[config.mk]
export PLATFORM = sky130hd
export DESIGN_NAME = buck_boost_output_sequencer_top
export DESIGN_NICKNAME = d
export VERILOG_FILES = /design/src/hw/rtl/bbos_pkg.sv /design/src/hw/rtl/bbos_front.sv /design/src/hw/rtl/bbos_queue.sv /design/src/hw/rtl/bbos_back.sv /design/src/hw/rtl/buck_boost_output_sequencer_top.sv
export VERILOG_INCLUDE_DIRS = /design/src /design/src/hw/rtl
export SDC_FILE = /design/constraint.sdc
export NUM_CORES = 1
export LEC_CHECK = 0
export BUFFER_PORTS_ARGS = -buffer_cell sky130_fd_sc_hd__buf_2
export CORE_AREA = 3 3 225 161
export CTS_CLUSTER_DIAMETER = 40
export DETAILED_ROUTE_END_ITERATION = 12
export DIE_AREA = 0 0 228 164
export PLACE_DENSITY = 0.67
export SYNTH_ARGS = -nofsm -noshare
export SYNTH_HDL_FRONTEND = slang
export SYNTH_HIERARCHICAL = 1
export SYNTH_SLANG_ARGS = --single-unit
[constraint.sdc]
create_clock -name clk_i -period 8.6 [get_ports clk_i]
set_clock_uncertainty 0.15 [all_clocks]
set_input_delay 1.29 -clock clk_i [delete_from_list [all_inputs] [get_ports clk_i]]
set_output_delay 1.29 -clock clk_i [all_outputs]
set_load 0.05 [all_outputs]
[src/hw/rtl/assert_macros.svh]
// Assertion helpers shared by the sequencer RTL.
// All checks are clocked on clk_i and held off while rst_ni is low.
`ifndef ASSERT_MACROS_SVH
`define ASSERT_MACROS_SVH

// Property must hold at every clock edge out of reset.
`define BBOS_ASSERT(lbl, prop, msg) \
  lbl: assert property (@(posedge clk_i) disable iff (!rst_ni) (prop)) else $error(msg);

// Condition must never be seen at a clock edge out of reset.
`define BBOS_ASSERT_NEVER(lbl, cond, msg) \
  lbl: assert property (@(posedge clk_i) disable iff (!rst_ni) !(cond)) else $error(msg);

`endif

[src/hw/rtl/bbos_pkg.sv]
// ----------------------------------------------------------------------------
// bbos_pkg
// Types and constants shared by the buck-boost output sequencer modules.
// ----------------------------------------------------------------------------
package bbos_pkg;

  // Field widths
  localparam int unsigned CMD_W   = 2;
  localparam int unsigned MS_W    = 8;
  localparam int unsigned IN_MV_W = 16;
  localparam int unsigned MA_W    = 16;
  localparam int unsigned ADDR_W  = 4;
  localparam int unsigned BYTE_W  = 8;
  localparam int unsigned KIND_W  = 3;
  localparam int unsigned STATE_W = 3;
  localparam int unsigned MV_W    = 14;

  localparam int unsigned SHADOW_COUNT_DEF = 10;
  localparam int unsigned QUEUE_DEPTH      = 2;

  // Input commands
  typedef enum logic [CMD_W-1:0] {
    CMD_TICK  = 2'd0,
    CMD_SET   = 2'd1,
    CMD_CLOSE = 2'd2,
    CMD_REPLY = 2'd3
  } cmd_e;

  // Result kinds
  typedef enum logic [KIND_W-1:0] {
    KIND_STATUS   = 3'd0,
    KIND_WRITE    = 3'd1,
    KIND_READ     = 3'd2,
    KIND_CONV_PIN = 3'd3,
    KIND_OUT_PIN  = 3'd4
  } kind_e;

  // Burst of results the back end plays out before the status item
  typedef enum logic [2:0] {
    OP_NONE     = 3'd0,
    OP_CONV_PIN = 3'd1,
    OP_OUT_PIN  = 3'd2,
    OP_WRITE1   = 3'd3,
    OP_WRITE4   = 3'd4,
    OP_READS    = 3'd5
  } op_e;

  // Register addresses used by the sequences
  localparam logic [ADDR_W-1:0] REG_OUT_CTRL = 4'd5;

  typedef struct packed {
    op_e                          op;
    logic [3:0][BYTE_W-1:0]       data;
    logic                         init_done;
    logic [STATE_W-1:0]           ctrl_state;
    logic [MV_W-1:0]              present_mv;
  } job_t;

  // Number of non-status results for a job
  function automatic logic [ADDR_W-1:0] job_body_count(op_e op, logic [ADDR_W-1:0] reads);
    logic [ADDR_W-1:0] n;
    case (op)
      OP_CONV_PIN: n = 4'd1;
      OP_OUT_PIN:  n = 4'd1;
      OP_WRITE1:   n = 4'd1;
      OP_WRITE4:   n = 4'd4;
      OP_READS:    n = reads;
      default:     n = 4'd0;
    endcase
    return n;
  endfunction

endpackage

[src/hw/rtl/bbos_front.sv]
// ----------------------------------------------------------------------------
// bbos_front
// Accepts requests, runs the power-up and output control sequences and
// hands one job descriptor per request to the queue.
// ----------------------------------------------------------------------------
`include "assert_macros.svh"

module bbos_front #(
  parameter int unsigned SHADOW_COUNT = 10
) (
  input  logic                          clk_i,
  input  logic                          rst_ni,
  input  logic                          in_valid_i,
  output logic                          in_ready_o,
  input  logic [bbos_pkg::CMD_W-1:0]    command_i,
  input  logic [bbos_pkg::MS_W-1:0]     elapsed_ms_i,
  input  logic [bbos_pkg::IN_MV_W-1:0]  target_mv_i,
  input  logic [bbos_pkg::MA_W-1:0]     current_ma_i,
  input  logic [bbos_pkg::ADDR_W-1:0]   reply_addr_i,
  input  logic [bbos_pkg::BYTE_W-1:0]   reply_data_i,
  input  logic                          q_full_i,
  output logic                          push_o,
  output bbos_pkg::job_t                job_o
);
  import bbos_pkg::*;

  localparam int unsigned SH_IDX_W = $clog2(SHADOW_COUNT);

  // Power-up sequence states
  localparam logic [2:0] PU_START = 3'd0;
  localparam logic [2:0] PU_WAIT  = 3'd1;
  localparam logic [2:0] PU_READ  = 3'd2;
  localparam logic [2:0] PU_SETTL = 3'd3;
  localparam logic [2:0] PU_DONE  = 3'd4;

  // Output control states
  localparam logic [2:0] CS_IDLE    = 3'd0;
  localparam logic [2:0] CS_OFF     = 3'd1;
  localparam logic [2:0] CS_OFF_END = 3'd2;
  localparam logic [2:0] CS_PROG    = 3'd3;
  localparam logic [2:0] CS_ARM     = 3'd4;
  localparam logic [2:0] CS_WAIT    = 3'd5;
  localparam logic [2:0] CS_ON      = 3'd6;

  localparam logic [MV_W-1:0] MV_MIN    = 14'd5000;
  localparam logic [MV_W-1:0] MV_MAX    = 14'd12000;
  localparam logic [MV_W-1:0] MV_OFFSET = 14'd4780;
  localparam logic [MS_W-1:0] PU_DELAY  = 8'd3;
  localparam logic [MS_W-1:0] COLD_DLY  = 8'd12;
  localparam logic [MS_W-1:0] WARM_DLY  = 8'd1;

  // Code for a zero target: offset wraps in 16 bits before the divide by 20
  localparam int unsigned CODE_ZERO_INT = ((65536 - 4780) % 65536) / 20;
  localparam logic [11:0] CODE_ZERO     = 12'(CODE_ZERO_INT);

  // x/5 as (x * 3277) >> 14, exact for x below 2048
  localparam logic [11:0] RECIP5_14 = 12'd3277;
  // y/5 as (y * 838861) >> 22, exact for y below 2^18
  localparam logic [19:0] RECIP5_22 = 20'd838861;

  logic [2:0]        pu_q, pu_d;
  logic [2:0]        cs_q, cs_d;
  logic [MS_W-1:0]   delay_q, delay_d;
  logic [MV_W-1:0]   wanted_q, wanted_d;
  logic [BYTE_W-1:0] cur_code_q, cur_code_d;
  logic [MV_W-1:0]   applied_q, applied_d;
  logic [MV_W-1:0]   programmed_q, programmed_d;
  logic [3:0]        seen_q, seen_d;
  logic [BYTE_W-1:0] shadow_q [SHADOW_COUNT];

  logic              cnt_zero;
  logic [MS_W-1:0]   cnt_next;
  logic [MV_W-1:0]   clamped_mv;
  logic [MV_W-1:0]   mv_diff;
  logic [22:0]       code_prod;
  logic [11:0]       volt_code;
  logic [37:0]       ma_prod;
  logic              reply_ok;
  logic [SH_IDX_W-1:0] reply_idx;
  job_t              job;

  assign in_ready_o = !q_full_i;
  assign push_o     = in_valid_i && !q_full_i;

  // Shared delay countdown, saturating at zero
  assign cnt_zero = (delay_q <= elapsed_ms_i);
  assign cnt_next = cnt_zero ? '0 : delay_q - elapsed_ms_i;

  // Clamp requested voltage
  always_comb begin
    if (target_mv_i < IN_MV_W'(MV_MIN)) begin
      clamped_mv = MV_MIN;
    end else if (target_mv_i > IN_MV_W'(MV_MAX)) begin
      clamped_mv = MV_MAX;
    end else begin
      clamped_mv = target_mv_i[MV_W-1:0];
    end
  end

  // Voltage code (wanted - 4780) / 20; wanted is zero or 5000..12000
  assign mv_diff   = wanted_q - MV_OFFSET;
  assign code_prod = 23'(mv_diff[12:2]) * 23'(RECIP5_14);
  assign volt_code = (wanted_q == '0) ? CODE_ZERO : 12'(code_prod[22:14]);

  // Current code: (ma * 4 / 5) mod 256
  assign ma_prod = 38'({current_ma_i, 2'b00}) * 38'(RECIP5_22);

  assign reply_ok  = (reply_addr_i != '0) && (32'(reply_addr_i) <= SHADOW_COUNT);
  assign reply_idx = SH_IDX_W'(reply_addr_i - 4'd1);

  // Sequence and state update for one request
  always_comb begin
    pu_d         = pu_q;
    cs_d         = cs_q;
    delay_d      = delay_q;
    wanted_d     = wanted_q;
    cur_code_d   = cur_code_q;
    applied_d    = applied_q;
    programmed_d = programmed_q;
    seen_d       = seen_q;
    job          = '0;
    job.op       = OP_NONE;

    case (command_i)
      CMD_TICK: begin
        if (pu_q < PU_DONE) begin
          case (pu_q)
            PU_START: begin
              job.op  = OP_CONV_PIN;
              delay_d = PU_DELAY;
              pu_d    = PU_WAIT;
            end
            PU_WAIT: begin
              delay_d = cnt_next;
              if (cnt_zero) begin
                pu_d   = PU_READ;
                job.op = OP_READS;
              end
            end
            PU_READ: begin
              pu_d        = PU_SETTL;
              job.op      = OP_WRITE1;
              job.data[0] = shadow_q[4] | 8'h04;
            end
            default: begin
              pu_d = PU_DONE;
            end
          endcase
        end else begin
          case (cs_q)
            CS_OFF: begin
              job.op      = OP_WRITE1;
              job.data[0] = shadow_q[4] | 8'h04;
              cs_d        = CS_OFF_END;
            end
            CS_OFF_END: begin
              cs_d      = CS_IDLE;
              wanted_d  = '0;
              applied_d = '0;
            end
            CS_PROG: begin
              job.op       = OP_WRITE4;
              job.data[0]  = cur_code_q;
              job.data[1]  = shadow_q[1] | 8'h02;
              job.data[2]  = volt_code[9:2];
              job.data[3]  = ((shadow_q[3] & 8'he0) | 8'h18) + 8'(volt_code[1:0]);
              programmed_d = wanted_q;
              cs_d         = CS_ARM;
            end
            CS_ARM: begin
              cs_d    = CS_WAIT;
              delay_d = (applied_q == '0) ? COLD_DLY : WARM_DLY;
            end
            CS_WAIT: begin
              delay_d = cnt_next;
              if (cnt_zero) begin
                cs_d        = CS_ON;
                job.op      = OP_WRITE1;
                job.data[0] = (shadow_q[4] & 8'hfb) | 8'h02;
              end
            end
            CS_ON: begin
              applied_d = programmed_q;
              job.op    = OP_OUT_PIN;
              if (programmed_q != wanted_q) begin
                cs_d = (wanted_q != '0) ? CS_PROG : CS_OFF;
              end else begin
                cs_d = CS_IDLE;
              end
            end
            default: begin
              cs_d = cs_q;
            end
          endcase
        end
      end
      CMD_SET: begin
        wanted_d   = clamped_mv;
        cur_code_d = ma_prod[29:22];
        if (cs_q == CS_IDLE) begin
          cs_d = CS_PROG;
        end
      end
      CMD_CLOSE: begin
        wanted_d = '0;
        if (cs_q == CS_IDLE) begin
          cs_d = CS_OFF;
        end
      end
      default: begin
        if (reply_ok && (seen_q != 4'hf)) begin
          seen_d = seen_q + 4'd1;
        end
      end
    endcase

    job.init_done  = (pu_d == PU_DONE);
    job.ctrl_state = cs_d;
    job.present_mv = applied_d;
  end

  assign job_o = job;

  // Sequencer state
  always_ff @(posedge clk_i or negedge rst_ni) begin
    if (!rst_ni) begin
      pu_q         <= PU_START;
      cs_q         <= CS_IDLE;
      delay_q      <= '0;
      wanted_q     <= '0;
      cur_code_q   <= '0;
      applied_q    <= '0;
      programmed_q <= '0;
      seen_q       <= '0;
    end else if (push_o) begin
      pu_q         <= pu_d;
      cs_q         <= cs_d;
      delay_q      <= delay_d;
      wanted_q     <= wanted_d;
      cur_code_q   <= cur_code_d;
      applied_q    <= applied_d;
      programmed_q <= programmed_d;
      seen_q       <= seen_d;
    end
  end

  // Shadow copy of converter registers, filled by read replies
  always_ff @(posedge clk_i) begin
    if (push_o && (command_i == CMD_REPLY) && reply_ok) begin
      shadow_q[reply_idx] <= reply_data_i;
    end
  end

  `BBOS_ASSERT(a_init_sticky, (pu_q == PU_DONE) |=> (pu_q == PU_DONE), "power-up left done state")
  `BBOS_ASSERT(a_applied_range, (applied_q == '0) || ((applied_q >= MV_MIN) && (applied_q <= MV_MAX)), "applied voltage out of range")
  `BBOS_ASSERT_NEVER(a_ctrl_early, (pu_q != PU_DONE) && (cs_q > CS_PROG), "control ran before power-up")

endmodule

[src/hw/rtl/bbos_queue.sv]
// ----------------------------------------------------------------------------
// bbos_queue
// Short FIFO of job descriptors between the front and the back end.
// ----------------------------------------------------------------------------
`include "assert_macros.svh"

module bbos_queue (
  input  logic           clk_i,
  input  logic           rst_ni,
  input  logic           push_i,
  input  bbos_pkg::job_t push_data_i,
  output logic           full_o,
  input  logic           pop_i,
  output logic           valid_o,
  output bbos_pkg::job_t pop_data_o
);
  import bbos_pkg::*;

  localparam int unsigned PTR_W = (QUEUE_DEPTH > 1) ? $clog2(QUEUE_DEPTH) : 1;
  localparam int unsigned CNT_W = $clog2(QUEUE_DEPTH + 1);
  localparam logic [PTR_W-1:0] PTR_LAST = PTR_W'(QUEUE_DEPTH - 1);
  localparam logic [CNT_W-1:0] CNT_FULL = CNT_W'(QUEUE_DEPTH);

  job_t             mem_q [QUEUE_DEPTH];
  logic [PTR_W-1:0] wr_q, wr_d;
  logic [PTR_W-1:0] rd_q, rd_d;
  logic [CNT_W-1:0] cnt_q, cnt_d;

  assign full_o     = (cnt_q == CNT_FULL);
  assign valid_o    = (cnt_q != '0);
  assign pop_data_o = mem_q[rd_q];

  // Pointer and fill count update
  always_comb begin
    wr_d  = wr_q;
    rd_d  = rd_q;
    cnt_d = cnt_q;
    if (push_i) begin
      wr_d = (wr_q == PTR_LAST) ? '0 : wr_q + 1'b1;
    end
    if (pop_i) begin
      rd_d = (rd_q == PTR_LAST) ? '0 : rd_q + 1'b1;
    end
    if (push_i && !pop_i) begin
      cnt_d = cnt_q + 1'b1;
    end else if (pop_i && !push_i) begin
      cnt_d = cnt_q - 1'b1;
    end
  end

  always_ff @(posedge clk_i or negedge rst_ni) begin
    if (!rst_ni) begin
      wr_q  <= '0;
      rd_q  <= '0;
      cnt_q <= '0;
    end else begin
      wr_q  <= wr_d;
      rd_q  <= rd_d;
      cnt_q <= cnt_d;
    end
  end

  // Descriptor storage
  always_ff @(posedge clk_i) begin
    if (push_i) begin
      mem_q[wr_q] <= push_data_i;
    end
  end

  `BBOS_ASSERT_NEVER(a_pop_empty, pop_i && (cnt_q == '0), "pop from empty queue")

endmodule

[src/hw/rtl/bbos_back.sv]
// ----------------------------------------------------------------------------
// bbos_back
// Plays out one job as its result burst followed by the status item.
// ----------------------------------------------------------------------------
`include "assert_macros.svh"

module bbos_back #(
  parameter int unsigned SHADOW_COUNT = 10
) (
  input  logic                          clk_i,
  input  logic                          rst_ni,
  input  logic                          q_valid_i,
  input  bbos_pkg::job_t                q_data_i,
  output logic                          pop_o,
  output logic                          out_valid_o,
  input  logic                          out_ready_i,
  output logic [bbos_pkg::KIND_W-1:0]   kind_o,
  output logic [bbos_pkg::ADDR_W-1:0]   reg_addr_o,
  output logic [bbos_pkg::BYTE_W-1:0]   reg_data_o,
  output logic                          init_done_o,
  output logic [bbos_pkg::STATE_W-1:0]  output_state_o,
  output logic [bbos_pkg::MV_W-1:0]     present_mv_o,
  output logic                          last_o
);
  import bbos_pkg::*;

  localparam logic [ADDR_W-1:0] READ_COUNT = ADDR_W'(SHADOW_COUNT);

  job_t              cur_q;
  logic              busy_q;
  logic [ADDR_W-1:0] idx_q;
  logic [ADDR_W-1:0] body_cnt;
  logic              is_status;
  logic              take;

  assign body_cnt  = job_body_count(cur_q.op, READ_COUNT);
  assign is_status = (idx_q == body_cnt);
  assign take      = busy_q && out_ready_i;
  assign pop_o     = q_valid_i && (!busy_q || (take && is_status));

  // Current job and result index
  always_ff @(posedge clk_i or negedge rst_ni) begin
    if (!rst_ni) begin
      busy_q <= 1'b0;
      idx_q  <= '0;
    end else if (pop_o) begin
      busy_q <= 1'b1;
      idx_q  <= '0;
    end else if (take) begin
      if (is_status) begin
        busy_q <= 1'b0;
      end else begin
        idx_q <= idx_q + 4'd1;
      end
    end
  end

  always_ff @(posedge clk_i) begin
    if (pop_o) begin
      cur_q <= q_data_i;
    end
  end

  // Result fields for the current index
  always_comb begin
    kind_o         = KIND_STATUS;
    reg_addr_o     = '0;
    reg_data_o     = '0;
    init_done_o    = 1'b0;
    output_state_o = '0;
    present_mv_o   = '0;
    last_o         = 1'b0;
    if (is_status) begin
      init_done_o    = cur_q.init_done;
      output_state_o = cur_q.ctrl_state;
      present_mv_o   = cur_q.present_mv;
      last_o         = 1'b1;
    end else begin
      case (cur_q.op)
        OP_CONV_PIN: kind_o = KIND_CONV_PIN;
        OP_OUT_PIN:  kind_o = KIND_OUT_PIN;
        OP_WRITE1: begin
          kind_o     = KIND_WRITE;
          reg_addr_o = REG_OUT_CTRL;
          reg_data_o = cur_q.data[0];
        end
        OP_WRITE4: begin
          kind_o     = KIND_WRITE;
          reg_addr_o = idx_q + 4'd1;
          reg_data_o = cur_q.data[idx_q[1:0]];
        end
        OP_READS: begin
          kind_o     = KIND_READ;
          reg_addr_o = idx_q + 4'd1;
        end
        default: kind_o = KIND_STATUS;
      endcase
    end
  end

  assign out_valid_o = busy_q;

  `BBOS_ASSERT(a_idx_bound, busy_q |-> (idx_q <= body_cnt), "result index past end of job")

endmodule

[src/hw/rtl/buck_boost_output_sequencer_top.sv]
// ----------------------------------------------------------------------------
// buck_boost_output_sequencer_top
// Buck-boost converter output sequencer: requests in, register traffic out.
// ----------------------------------------------------------------------------
// Input channel (in_valid_i/in_ready_o) takes one request per handshake:
// a tick with elapsed milliseconds, a set-output request, a close request
// or a register read reply. Output channel (out_valid_o/out_ready_i) gives
// the results of each request in order: register reads and writes, pin
// events, then one status item flagged by last_o.
// The front end updates all sequence state in the cycle a request is taken
// and posts a job into a two-entry queue; the back end plays it out at one
// result per cycle while the receiver is ready, the first result once the
// job has passed the queue into the back end. A request yields 1 to
// SHADOW_COUNT+1 results (11 at most with the default); the front keeps
// accepting while the queue has room, so a stalled receiver holds results
// and backs up the input only once the queue fills.
// Reset clears both sequences, counters and queue; the shadow register copy
// holds nothing until read replies fill it.
// ----------------------------------------------------------------------------
module buck_boost_output_sequencer_top #(
  parameter int unsigned SHADOW_COUNT = bbos_pkg::SHADOW_COUNT_DEF
) (
  input  logic                          clk_i,
  input  logic                          rst_ni,
  input  logic                          in_valid_i,
  output logic                          in_ready_o,
  input  logic [bbos_pkg::CMD_W-1:0]    command_i,
  input  logic [bbos_pkg::MS_W-1:0]     elapsed_ms_i,
  input  logic [bbos_pkg::IN_MV_W-1:0]  target_mv_i,
  input  logic [bbos_pkg::MA_W-1:0]     current_ma_i,
  input  logic [bbos_pkg::ADDR_W-1:0]   reply_addr_i,
  input  logic [bbos_pkg::BYTE_W-1:0]   reply_data_i,
  output logic                          out_valid_o,
  input  logic                          out_ready_i,
  output logic [bbos_pkg::KIND_W-1:0]   kind_o,
  output logic [bbos_pkg::ADDR_W-1:0]   reg_addr_o,
  output logic [bbos_pkg::BYTE_W-1:0]   reg_data_o,
  output logic                          init_done_o,
  output logic [bbos_pkg::STATE_W-1:0]  output_state_o,
  output logic [bbos_pkg::MV_W-1:0]     present_mv_o,
  output logic                          last_o
);
  import bbos_pkg::*;

  logic q_full;
  logic push;
  logic pop;
  logic q_valid;
  job_t push_job;
  job_t pop_job;

  bbos_front #(
    .SHADOW_COUNT(SHADOW_COUNT)
  ) u_front (
    .clk_i        (clk_i),
    .rst_ni       (rst_ni),
    .in_valid_i   (in_valid_i),
    .in_ready_o   (in_ready_o),
    .command_i    (command_i),
    .elapsed_ms_i (elapsed_ms_i),
    .target_mv_i  (target_mv_i),
    .current_ma_i (current_ma_i),
    .reply_addr_i (reply_addr_i),
    .reply_data_i (reply_data_i),
    .q_full_i     (q_full),
    .push_o       (push),
    .job_o        (push_job)
  );

  bbos_queue u_queue (
    .clk_i       (clk_i),
    .rst_ni      (rst_ni),
    .push_i      (push),
    .push_data_i (push_job),
    .full_o      (q_full),
    .pop_i       (pop),
    .valid_o     (q_valid),
    .pop_data_o  (pop_job)
  );

  bbos_back #(
    .SHADOW_COUNT(SHADOW_COUNT)
  ) u_back (
    .clk_i          (clk_i),
    .rst_ni         (rst_ni),
    .q_valid_i      (q_valid),
    .q_data_i       (pop_job),
    .pop_o          (pop),
    .out_valid_o    (out_valid_o),
    .out_ready_i    (out_ready_i),
    .kind_o         (kind_o),
    .reg_addr_o     (reg_addr_o),
    .reg_data_o     (reg_data_o),
    .init_done_o    (init_done_o),
    .output_state_o (output_state_o),
    .present_mv_o   (present_mv_o),
    .last_o         (last_o)
  );

endmodule

* Word-level counts from Yosys, hierarchy flattened
Memory sizes are Yosys's and may differ from the RTL's. A register that Yosys moved wholly into a read port is not among the register bits.
Index checks and enable logic that the tools add are counted.
** Storage, ports and cells
- Register bits :: 73
- Logic and storage cells :: 157
- Output and inout port bits :: 36
- Input bits :: 58
- Memories :: 2
- RAM bits :: 186
** Operators by class
- Multiply operators :: 2
- Muxes and demuxes :: 65
- Equality and inequality tests :: 24
- $add $sub $neg :: 9
- $lt $le $gt $ge :: 6
- Bitwise operators :: 1
- Reduce and logical (&&, ||, !) cells :: 36
** Memory list
- u_queue.mem_q :: depth 2, bits a word 53, read ports 1, clocked after Yosys merged registers in 1, write ports 1, RTL line bbos_queue.sv:24 : job_t mem_q [QUEUE_DEPTH];
- u_front.shadow_q :: depth 10, bits a word 8, read ports 3, clocked after Yosys merged registers in 0, write ports 1, RTL line bbos_front.sv:69 : logic [BYTE_W-1:0] shadow_q [SHADOW_COUNT];
** Operators with widths (count)
- $mux 14 :: 7
- $mux 8 :: 7
- $mux 24 :: 2
- $pmux 8 s2 :: 3
- $pmux 14 s3 :: 1
- $mux 3 :: 12
- $mux 35 :: 1
- $logic_not 14->1 :: 2
- $mul 16x20->28 const B :: 1
- $pmux 14 s2 :: 1
- $pmux 3 s3 :: 3
- $pmux 3 s4 :: 2
- $pmux 8 s3 :: 1
- $mul 11x12->23 const B :: 1
- $mux 4 :: 5
- $eq 3x3->1 const B :: 6
- $pmux 3 s6 :: 1
- $bmux 8 s2 :: 1
- $gt 16x14->1 const B :: 1
- $lt 16x13->1 const B :: 1
- $eq 3x2->1 const B :: 5
- $ne 14x14->1 :: 1
- $reduce_bool 14->1 :: 1
- $sub 13x13->13 const B :: 1
- 35 further kinds :: 76

* Depth between registers and ports, before layout
Gate-level depths: netlist of run 1.
- Depth after elaboration :: 10
- Gate-level depth with buffers :: 24
- Depth with buffers taken out :: 24

* Cells and area by module
Netlist of run 1, hierarchy kept.
** By module, submodules not included
- bbos_front :: sequential area each 2112.0 um2, area each 10237.3 um2, cells an instance 1089, times used 1
- bbos_queue :: sequential area each 3283.1 um2, area each 4264.1 um2, cells an instance 181, times used 1
- bbos_back :: sequential area each 1716.6 um2, area each 2555.0 um2, cells an instance 170, times used 1

* Worst setup path after synthesis of run 1
Ideal clock, no wire load.
- Kind :: input to register
- Start :: in current_ma_i[5] (netlist bit)
- End :: reg u_front.cur_code_q[7]
- Required time :: 8.380 ns
- Buffers on the path :: 0
- Library setup time :: 0.070 ns
- Data arrival time :: 6.171 ns
- Slack :: 2.210 ns
- Stages on the path :: 19
- Cells stage by stage :: inv_1 > ha_1 > inv_1 > fa_1 > fa_1 > inv_1 > fa_1 > inv_1 > fa_1 > fa_1 > ha_1 > a211oi_1 > nor2_1 > a2111oi_0 > o21ai_0 > nor2_2 > o211ai_1 > or4_1 > nand3b_1
** On the way
- Cells in the longest elaborated chain, start to end :: 1
** Ends and longest elaborated chain
- start: declaration :: RTL line buck_boost_output_sequencer_top.sv:30 : input logic [bbos_pkg::MA_W-1:0] current_ma_i,
- $mul 16x20->28 :: RTL line bbos_front.sv:106 : assign ma_prod = 38'({current_ma_i, 2'b00}) * 38'(RECIP5_22);
- end signal: assignment :: RTL line bbos_front.sv:240 : cur_code_q <= cur_code_d;
- end: declaration :: RTL line bbos_front.sv:65 : logic [BYTE_W-1:0] cur_code_q, cur_code_d;
Every way passes these cells.
A chain may end at the register's enable or synchronous reset.

==> results of run 1 <==
-- final timing paths --
path	endpoint	cells after the start	slack [ns]
setup / recovery	u_queue/mem_q[0][40]	22	2.22
hold reg to reg	u_queue/cnt_q[1]	1	0.35
min in group asynchronous	u_back/idx_q[2]	1	0.36
max in group asynchronous	u_front/cur_code_q[2]	2	6.78
setup reg to reg	u_queue/mem_q[0][40]	22	2.22
hold / removal	u_queue/cnt_q[1]	1	0.35
-- metrics by stage --
stage | util (%) | hold WS, ns | worst slack, ns | cells | cell area [um2]
6_report | 55.0 | 0.352 | 2.22 | 2016 | 18900
4_1_cts | 55.0 | 0.341 | 2.21 | 2016 | 18900
3_3_place_gp | 51.9 | 0.321 | 1.75 | 1960 | 17800
5_1_grt | 55.0 | 0.341 | 1.80 | 2016 | 18900
3_5_place_dp | 51.9 | 0.337 | 1.70 | 1960 | 17800
2_1_floorplan | - | 0.297 | 2.21 | 1440 | 17100
-- placed cells by master, fill, tap and decap left out, types with 5 or more instances in the layout --
| cell | n |
|---|---|
| a22o_1 | 11 |
| nand2b_1 | 12 |
| o2bb2ai_1 | 8 |
| a21o_1 | 12 |
| o21a_1 | 5 |
| nand3_1 | 23 |
| mux4_2 | 8 |
| nor3_1 | 13 |
| buf_4 | 7 |
| and3_1 | 10 |
| nor2_1 | 41 |
| nand4_1 | 14 |
| xor2_1 | 24 |
| a21oi_1 | 37 |
| xnor2_1 | 34 |
| mux2_2 | 21 |
| dfrtp_1 | 72 |
| a211oi_1 | 6 |
| a31oi_1 | 9 |
| mux2_4 | 49 |
| nor4_1 | 14 |
| ha_1 | 176 |
| o21bai_1 | 5 |
| nand3b_1 | 6 |
| clkbuf_16 | 30 |
| o211ai_1 | 5 |
| edfxtp_1 | 176 |
| and2_1 | 34 |
| nor2b_1 | 9 |
| buf_2 | 92 |
| inv_1 | 209 |
| o22ai_1 | 5 |
| bufinv_16 | 5 |
| fa_1 | 102 |
| nand2_1 | 107 |
| o21ai_0 | 72 |
-- cell families after synthesis --
| logic type | after synthesis |
|---|---|
| compound gates | 209 |
| xor+xnor | 59 |
| fa+ha+maj | 278 |
| buf+inv | 261 |
| flops | 249 |
| mux | 80 |
| other cells | 1 |
| simple gates | 303 |
-- area by class of cell --
class / count / area, um2 / share of cell area, %
Multi-Input combinational cell: 930 / 8840 / 46.8
Sequential cell: 249 / 7110 / 37.6
Inverter: 210 / 788 / 4.17
Clock buffer: 34 / 766 / 4.05
Tap cell: 472 / 591 / 3.12
Timing Repair Buffer: 99 / 513 / 2.71
Clock inverter: 22 / 295 / 1.56
-- routing by layer --
metal,up-vias,share of wire [%],GRT usage (%)
li1,5165,-,-
met1,5215,50,30.5
met2,262,43,29.5
met3,42,5.9,3.76
met4,2,1.3,3.13
met5,-,0.019,0
-- state kept, by name, indices dropped and copies added (netlist names) --
name,count
u_queue/wr_q,1
u_queue/rd_q,1
u_front/delay_q,8
u_front/shadow_q,17
u_back/out_valid_o,1
u_front/wanted_q,14
u_back/idx_q,4
u_back/cur_q,53
u_queue/mem_q,106
u_front/programmed_q,14
u_front/cs_q,3
u_front/cur_code_q,8
u_front/applied_q,14
u_queue/cnt_q,2
u_front/pu_q,3
==> out/summary.txt, run 1 <==
CP required: 8.72 ns
Crit path launch type: flop
CP cell instances: ha_1, o21a_1, o21a_1, o21ai_0, xnor2_1, and2_1, nor2_1, inv_1, fa_1, fa_1, inv_1, fa_1, fa_1, ha_1, a21oi_1, nor2_1, a211oi_1, a21oi_2, a211o_1, o31a_1, xnor2_1, a21oi_1
Post-route DRC: 0
Area leader, netlist: edfxtp_1
Crit Path Category: flop to flop
Mean Syn Cell Area: 11.8 um2
CP top delay family: adder cells
Via count: 10686
Status: finished clean
Filler cell count in the final layout: 2924
Antenna Diode Count: 0
Inserted Clock Buffers: 30
Synth Area in Adders: 24.9%
TritonRoute pass-1 iters: 5
Most area-consuming cells after synthesis: edfxtp_1, ha_1, fa_1
Ys Warns: 6
Clock-pin slew on the worst setup and hold paths: 0.06 ns
Layout cells sized above 1: 16.1%
Share of the synthesized area in the top cell type: 31.0%
Worst Hold Class: flop to flop
Global-route wire length before repair: 58600 um
CP Capture Type: flop
Crit path top cell by count: fa_1
Synth cell count leaders: inv_1, edfxtp_1, ha_1, nand2_1, fa_1
Starting density of the core: 49.6%
Post-synth top flop: edfxtp_1
Worst path slowest cell: fa_1
Largest stage delay, worst path: 0.51 ns
CTS Root Cell: clkbuf_16
Synthesized instance count: 1440
Post-synthesis register bit count: 249
Clk sinks: 249
Resized cells post-CTS: 0
Area delta synth->final: 10.9%
Max-Cap Viols: 0
Die height: 164 um
Post-synthesis compound-gate area fraction: 7.97%
Slew Viols, Final: 0
FMAX: 157 MHz
CTS tree: built
Net Count, Synth: 1776
DRT iter0 DRCs: 751
Worst path bufs/invs: 2
Cts hold-fix bufs: 0
Tightest Pin Transition: 1.10 ns
Row Count: 57
Hold Fails Final Rpt: 0
Fin nets: 1856
Vias per cell: 5.30
Worst reg2reg startpoint: u_front/wanted_q[2]
RSZ-0062 raised after global routing: no
Vias in the first global route: 10811
GRT Overall Usage: 19.8%
TNS Setup: 0 ns
Post-synthesis simple-gate area fraction: 8.86%
Initial antenna violation count: 1
Worst skew pair latency: 0.56 ns
Post-synthesis mux area share: 6.87%
Port bufs: 93
Worst hold path startpoint: u_queue/cnt_q[1]
Die footprint: 37400 um2
Core area: 34400 um2
Post-synth cell types: 72
Io pins: 94
Largest net degree at the start of global routing: 73
Htree depth: 1
Postcts setup bufs: 0
Final Setup Violations: 0
Largest family of logic cells by synthesized area: adder cells
Max-slew headroom: 26.3%
FFs w/ async S/R, synth: 29.3%
Min Tclk post-route: 6.38 ns
Xor/xnor cell area share of the yosys netlist: 3.14%
Post-Route WL: 36200 um
Worst setup startpoint: u_front/wanted_q[2]
EDFF count, synth: 176
Mapped cell area: 17100 um2
Deepest clock path buffer count: 3
DP HPWL: 28000 um
Tcrit/Tclk final: 74.2%
Worst-path fanout max: 8
DRT antenna net count: 0
DIE WIDTH: 228 um
Routed WL per cell: 18.0 um
Worst EP arrival: 6.50 ns
Register area share after synthesis: 41.7%
Final Wtd Congestion: 0.900
Global route overflow: 0
Top-count cell post-synth: inv_1
Power of run 1 is left out: the tool's default activity adds up to more than one toggle a clock period on the data nets, which glitch-free logic cannot reach.
==> run 2: changes to the inputs <==
==> constraint.sdc (replaced) <==
create_clock -name clk_i -period 6.1 [get_ports clk_i]
set_clock_uncertainty 0.15 [all_clocks]
set_input_delay 0.915 -clock clk_i [delete_from_list [all_inputs] [get_ports clk_i]]
set_output_delay 0.915 -clock clk_i [all_outputs]
set_load 0.05 [all_outputs]
==> run 2 against run 1 <==
Against the previous run: worst hold slack gained 0.0032 ns; maximum frequency rose by 7.8%; first-iteration DRC count is the same; sequential share of layout area fell by 0.97 points; via count up 3.2%; critical endpoint is now u_queue/mem_q[1][40].
==> out/summary.txt, run 2 (synthesis results as in run 1) <==
Final Wtd Congestion: 0.904
TritonRoute pass-1 iters: 7
Clk sinks: 249
Tcrit/Tclk final: 97.0%
Layout cells sized above 1: 20.4%
Worst EP arrival: 6.04 ns
Placed inst area: 18300 um2
Row Count: 57
Area delta synth->final: 13.8%
Inserted Clock Buffers: 29
CP required: 6.23 ns
Largest reg by FF count: u_queue/mem_q
Top flop regs: u_queue/mem_q (106), u_back/cur_q (53), u_front/shadow_q (17)
Initial antenna violation count: 2
Area occupied by registers: 7110 um2
Global route overflow: 0
Worst-path fanout max: 5
Crit path top cell by count: fa_1
DP HPWL: 28300 um
Die height: 164 um
Filler cell count in the final layout: 2862
Max-slew headroom: 24.5%
Crit path launch type: flop
FMAX: 169 MHz
Max-Cap Viols: 0
Final instance area: 19400 um2
Min Tclk post-route: 5.91 ns
Hold Worst Slack: 0.355 ns
Most frequent cells in the layout: inv_1, edfxtp_1, ha_1
DP Worst Slack: -0.415 ns
CP cell instances: ha_1, o21a_1, o21a_1, o21ai_2, xnor2_2, and2_4, buf_4, fa_1, inv_1, fa_1, fa_1, fa_1, inv_1, ha_1, and3_4, o311ai_4, buf_4, a21oi_2, a211o_1, o31a_1, xnor2_1, a21oi_1
Via count: 11029
DRT iter0 DRCs: 751
GRT Overall Usage: 19.7%
Global-route wire length before repair: 58700 um
Deepest clock path buffer count: 3
Slew Viols, Final: 0
Fin nets: 1921
Post-route DRC: 0
CTS tree: built
CP Capture Type: flop
Worst path bufs/invs: 4
Largest register FFs: 106
Largest net degree at the start of global routing: 69
Final Setup Violations: 0
Final setup margin: 0.186 ns
Crit Path Category: flop to flop
Core area: 34400 um2
Vias in the first global route: 10889
Area of the multi-input gates: 8960 um2
Clock-pin slew on the worst setup and hold paths: 0.06 ns
Post-Route WL: 36700 um
CTS Root Cell: clkbuf_16
Htree depth: 1
Worst skew pair latency: 0.56 ns
Worst Hold Class: flop to flop
Status: finished clean
Routed WL per cell: 17.6 um
Starting density of the core: 49.6%
Tightest Pin Transition: 1.13 ns
Worst path slowest cell: fa_1
Port bufs: 93
Vias per cell: 5.30
CP top delay family: adder cells
Io pins: 94
DRT antenna net count: 0
DIE WIDTH: 228 um
Largest stage delay, worst path: 0.56 ns
Antenna Diode Count: 0
Hold Fails Final Rpt: 0
Commonest non-fill, non-tap cell in the layout: inv_1
Die footprint: 37400 um2
TNS Setup: 0 ns
-- run 2: cell count changes in the layout (fill, tap and decap cells not counted), sizes merged --
cell | before | now
dlygate4sd3 | 0 | 1
bufinv | 5 | 1
clkinv | 10 | 5
inv | 215 | 219
buf | 99 | 164
clkbuf | 34 | 35
clkinvlp | 2 | 4
-- run 2: worst register-to-register path: cells and delay by family (launching register included) --
kind	cells	cell delay (ns)
buffers and inverters	4	0.39
adder cells (fa/ha/maj)	6	2.60
XOR/XNOR	2	0.32
AO/OA/AOI/OAI	8	1.46
AND/OR/NAND/NOR	2	0.36
flip-flops	1	0.38
-- run 2: layout make-up --
| type | instances | share of cell area (%) |
|---|---|---|
| clock inverter | 19 | 0.967 |
| timing repair buffer | 165 | 5.21 |
| multi-input combinational | 930 | 46.2 |
| inverter | 210 | 4.06 |
| tap | 472 | 3.04 |
| clock buffer | 35 | 3.91 |
| sequential | 249 | 36.6 |
-- run 2: metrics by stage --
| step | cells | util, % |
|---|---|---|
| CTS | 2072 | 56.0 |
| floorplan | 1440 | - |
| finish | 2080 | 56.5 |
| global placement | 2017 | 53.2 |
| detailed placement | 2017 | 53.2 |
| global route | 2080 | 56.5 |
-- run 2: path summary, 6_finish.rpt --
kind	from	endpoint	slack, ns	cells after the start
min in group asynchronous	rst_ni	u_back/idx_q[0]	0.56	2
max	u_front/wanted_q[2]	u_queue/mem_q[1][40]	0.19	22
max reg2reg	u_front/wanted_q[2]	u_queue/mem_q[1][40]	0.19	22
min reg2reg	u_queue/cnt_q[1]	u_queue/cnt_q[1]	0.36	1
min	u_queue/cnt_q[1]	u_queue/cnt_q[1]	0.36	1
max in group asynchronous	rst_ni	u_front/delay_q[3]	4.09	3
-- run 2: what timing repair did --
item | in CTS | in global routing
hold endpoints to repair | 5 | 0
hold buffers | 1 | 0
setup endpoints to repair | 4 | 17
pin swaps | 0 | 14
setup buffers | 0 | 8
gates resized for setup | 2 | 22
-- run 2: per-layer routing --
layer  part of all wire (%)  vias to the layer above  global-route usage [%]
met5                  0.038                        -                       0
met2                     43                      273                    29.2
met3                    6.1                       51                    4.09
li1                       -                     5284                       -
met4                    1.8                        4                    3.99
met1                     49                     5417                    29.9
Power of run 2 is left out for the same reason.
==> run 3: changes to the inputs <==
--- a/config.mk
+++ b/config.mk
@@ -7,12 +7,10 @@
 export NUM_CORES = 1
 export LEC_CHECK = 0
 export BUFFER_PORTS_ARGS = -buffer_cell sky130_fd_sc_hd__buf_2
-export CORE_AREA = 3 3 225 161
+export CORE_AREA = 3 3 272 194
 export CTS_CLUSTER_DIAMETER = 40
 export DETAILED_ROUTE_END_ITERATION = 12
-export DIE_AREA = 0 0 228 164
-export PLACE_DENSITY = 0.67
+export DIE_AREA = 0 0 275 197
 export SYNTH_ARGS = -nofsm -noshare
 export SYNTH_HDL_FRONTEND = slang
-export SYNTH_HIERARCHICAL = 1
 export SYNTH_SLANG_ARGS = --single-unit
==> run 3 against run 2 <==
Against the previous run: count of clock-buffer cells in the layout up 3; worst hold slack got worse by 0.32 ns; utilization shrank 18 points; setup slack better by 0.0082 ns; highest routed layer unchanged.
==> out/summary.txt, run 3 <==
Status: finished clean
Vias per cell: 4.86
Die footprint: 54200 um2
DRT antenna net count: 0
Setup crit end: u_queue.mem_q[0][39]
Synthesized instance count: 1451
FMAX: 169 MHz
Port bufs: 93
Largest register FFs: 100
Cts hold-fix bufs: 0
Net Count, Synth: 1782
Worst skew pair latency: 0.57 ns
CP required: 6.22 ns
CP Capture Type: flop
Util after Layout: 38.0%
Top flop regs: u_queue.mem_q (100), u_back.cur_q (50), u_front.shadow_q (17)
Mapped cell area: 16500 um2
Antenna Diode Count: 0
Max-Cap Viols: 0
Worst-path fanout max: 4
Commonest non-fill, non-tap cell in the layout: inv_1
Critical Path Stages: 24
Clock-pin slew on the worst setup and hold paths: 0.06 ns
Hold Fails Final Rpt: 0
Post-synthesis register bit count: 240
Top-count cell post-synth: inv_1
Clk sinks: 240
Deepest clock path buffer count: 3
TritonRoute pass-1 iters: 7
M1 WL: 21500 um
Worst Hold Class: input port to async pin
Worst path slowest cell: fa_1
Post-route DRC: 0
Final instance area: 19200 um2
Vias in the first global route: 11009
Global route overflow: 0
CP top delay family: adder cells
Max-slew headroom: 26.9%
Global-route wire length before repair: 63400 um
Tcrit/Tclk final: 96.8%
Slew Viols, Final: 0
Fin nets: 1911
Worst path bufs/invs: 7
Synth cell count leaders: inv_1, ha_1, edfxtp_1, nand2_1, fa_1
Area occupied by registers: 6850 um2
Largest reg by FF count: u_queue.mem_q
Via count: 11075
Worst setup startpoint: u_front.wanted_q[2]
Max Used Layer: met5
Final Wtd Congestion: 0.888
DP HPWL: 31000 um
Layout cells sized above 1: 19.4%
Core area: 50400 um2
DR WL met3: 2200 um
Share of the synthesized area in the top cell type: 30.3%
Largest stage delay, worst path: 0.54 ns
Io pins: 94
CTS tree: built
Area leader, netlist: edfxtp_1
Largest net degree at the start of global routing: 65
DP Worst Slack: -0.0806 ns
Area of the multi-input gates: 8920 um2
EDFF count, synth: 167
Register area share after synthesis: 41.4%
Ys Warns: 0
Htree depth: 1
Most area-consuming cells after synthesis: edfxtp_1, ha_1, fa_1
Final Setup Violations: 0
TNS Setup: 0 ns
Min Tclk post-route: 5.91 ns
Worst reg2reg startpoint: u_front.wanted_q[2]
Starting density of the core: 32.8%
Worst R2R Setup Slack: 0.19 ns
Reg-to-Reg End: u_queue.mem_q[0][39]
FFs w/ async S/R, synth: 30.4%
Final setup margin: 0.194 ns
DRT iter0 DRCs: 763
Initial antenna violation count: 3
Row Count: 69
CTS Root Cell: clkbuf_16
Worst EP arrival: 6.03 ns
Wire length on met2: 15900 um
Crit path launch type: flop
Post-synth top flop: edfxtp_1
Mean Syn Cell Area: 11.4 um2
Tightest Pin Transition: 1.10 ns
Worst reg-to-reg path cell count: 24
Routed WL per cell: 17.6 um
CP cell instances: a211o_1, a21o_1, a211o_1, inv_2, buf_4, nor2_1, nor2_2, inv_2, fa_1, fa_1, inv_1, fa_1, fa_1, ha_4, nand3_4, nor3_2, nor4_2, a211oi_2, nor3_2, buf_4, buf_4, buf_4, xor2_1, a21oi_1
Inserted Clock Buffers: 29
DIE WIDTH: 275 um
Placed inst area: 18000 um2
Most frequent cells in the layout: inv_1, ha_1, edfxtp_1
Post-synth cell types: 62
Crit Path Category: flop to flop
GRT Overall Usage: 14.9%
Die height: 197 um
Post-Route WL: 40200 um
Filler cell count in the final layout: 4905
Area delta synth->final: 15.9%
[run 3: worst min path at each step]
stage | startpoint | end | slack [ns]
final | rst_ni | u_queue.cnt_q[1] | 0.03
after global routing | rst_ni | u_queue.cnt_q[1] | 0.02
after CTS | rst_ni | u_queue.cnt_q[1] | 0.007
after detailed placement | u_front.delay_q[3] | u_front.delay_q[3] | 0.33
after global placement | u_front.delay_q[7] | u_front.delay_q[7] | 0.32
after floorplan | u_front.cur_code_q[2] | u_front.cur_code_q[2] | 0.29
[run 3: layer usage]
| layer | track usage (%) | vias up |
|---|---|---|
| li1 | - | 5324 |
| met1 | 24.4 | 5435 |
| met2 | 20.2 | 269 |
| met3 | 2.80 | 43 |
| met4 | 2.40 | 4 |
| met5 | 0 | - |
[run 3: worst register-to-register path: cells and delay by family, from the launching register on]
kind                       cells  cell delay, ns
adders and majority gates      5            2.25
AOI/OAI and AO/OA              5            1.12
and+or+nand+nor                6            0.94
buffers and inverters          7            0.59
DFF                            1            0.44
xor gates and xnor gates       1            0.13
[run 3: kinds of logic after synthesis]
group	Yosys count	synth area share [%]
fa+ha+maj	273	25.3
compound gates	245	9.23
buf+inv	242	5.69
simple gates	315	9.50
flops	240	41.4
xor+xnor	55	2.92
mux	81	5.95
[run 3: timing repair]
item	in CTS	in global routing
pin swaps	2	21
setup buffers	2	5
gates resized for setup	6	28
endpoints found under the setup margin	2	18
[run 3: per-stage QoR]
stage                     hold WS, ns  std cells
final                          0.0321       2277
after global routing           0.0176       2277
after CTS                     0.00697       2272
after detailed placement        0.330       2216
after global placement          0.321       2216
after floorplan                 0.295       1451
[run 3: layout make-up]
cell class / instances / share of cell area (%)
Clock buffer: 38 / 4.17
Clock inverter: 16 / 0.862
Inverter: 198 / 3.88
Timing Repair Buffer: 142 / 4.36
Multi-Input combinational cell: 969 / 46.6
Tap cell: 674 / 4.40
Sequential cell: 240 / 35.7
Power of run 3 is left out for the same reason.
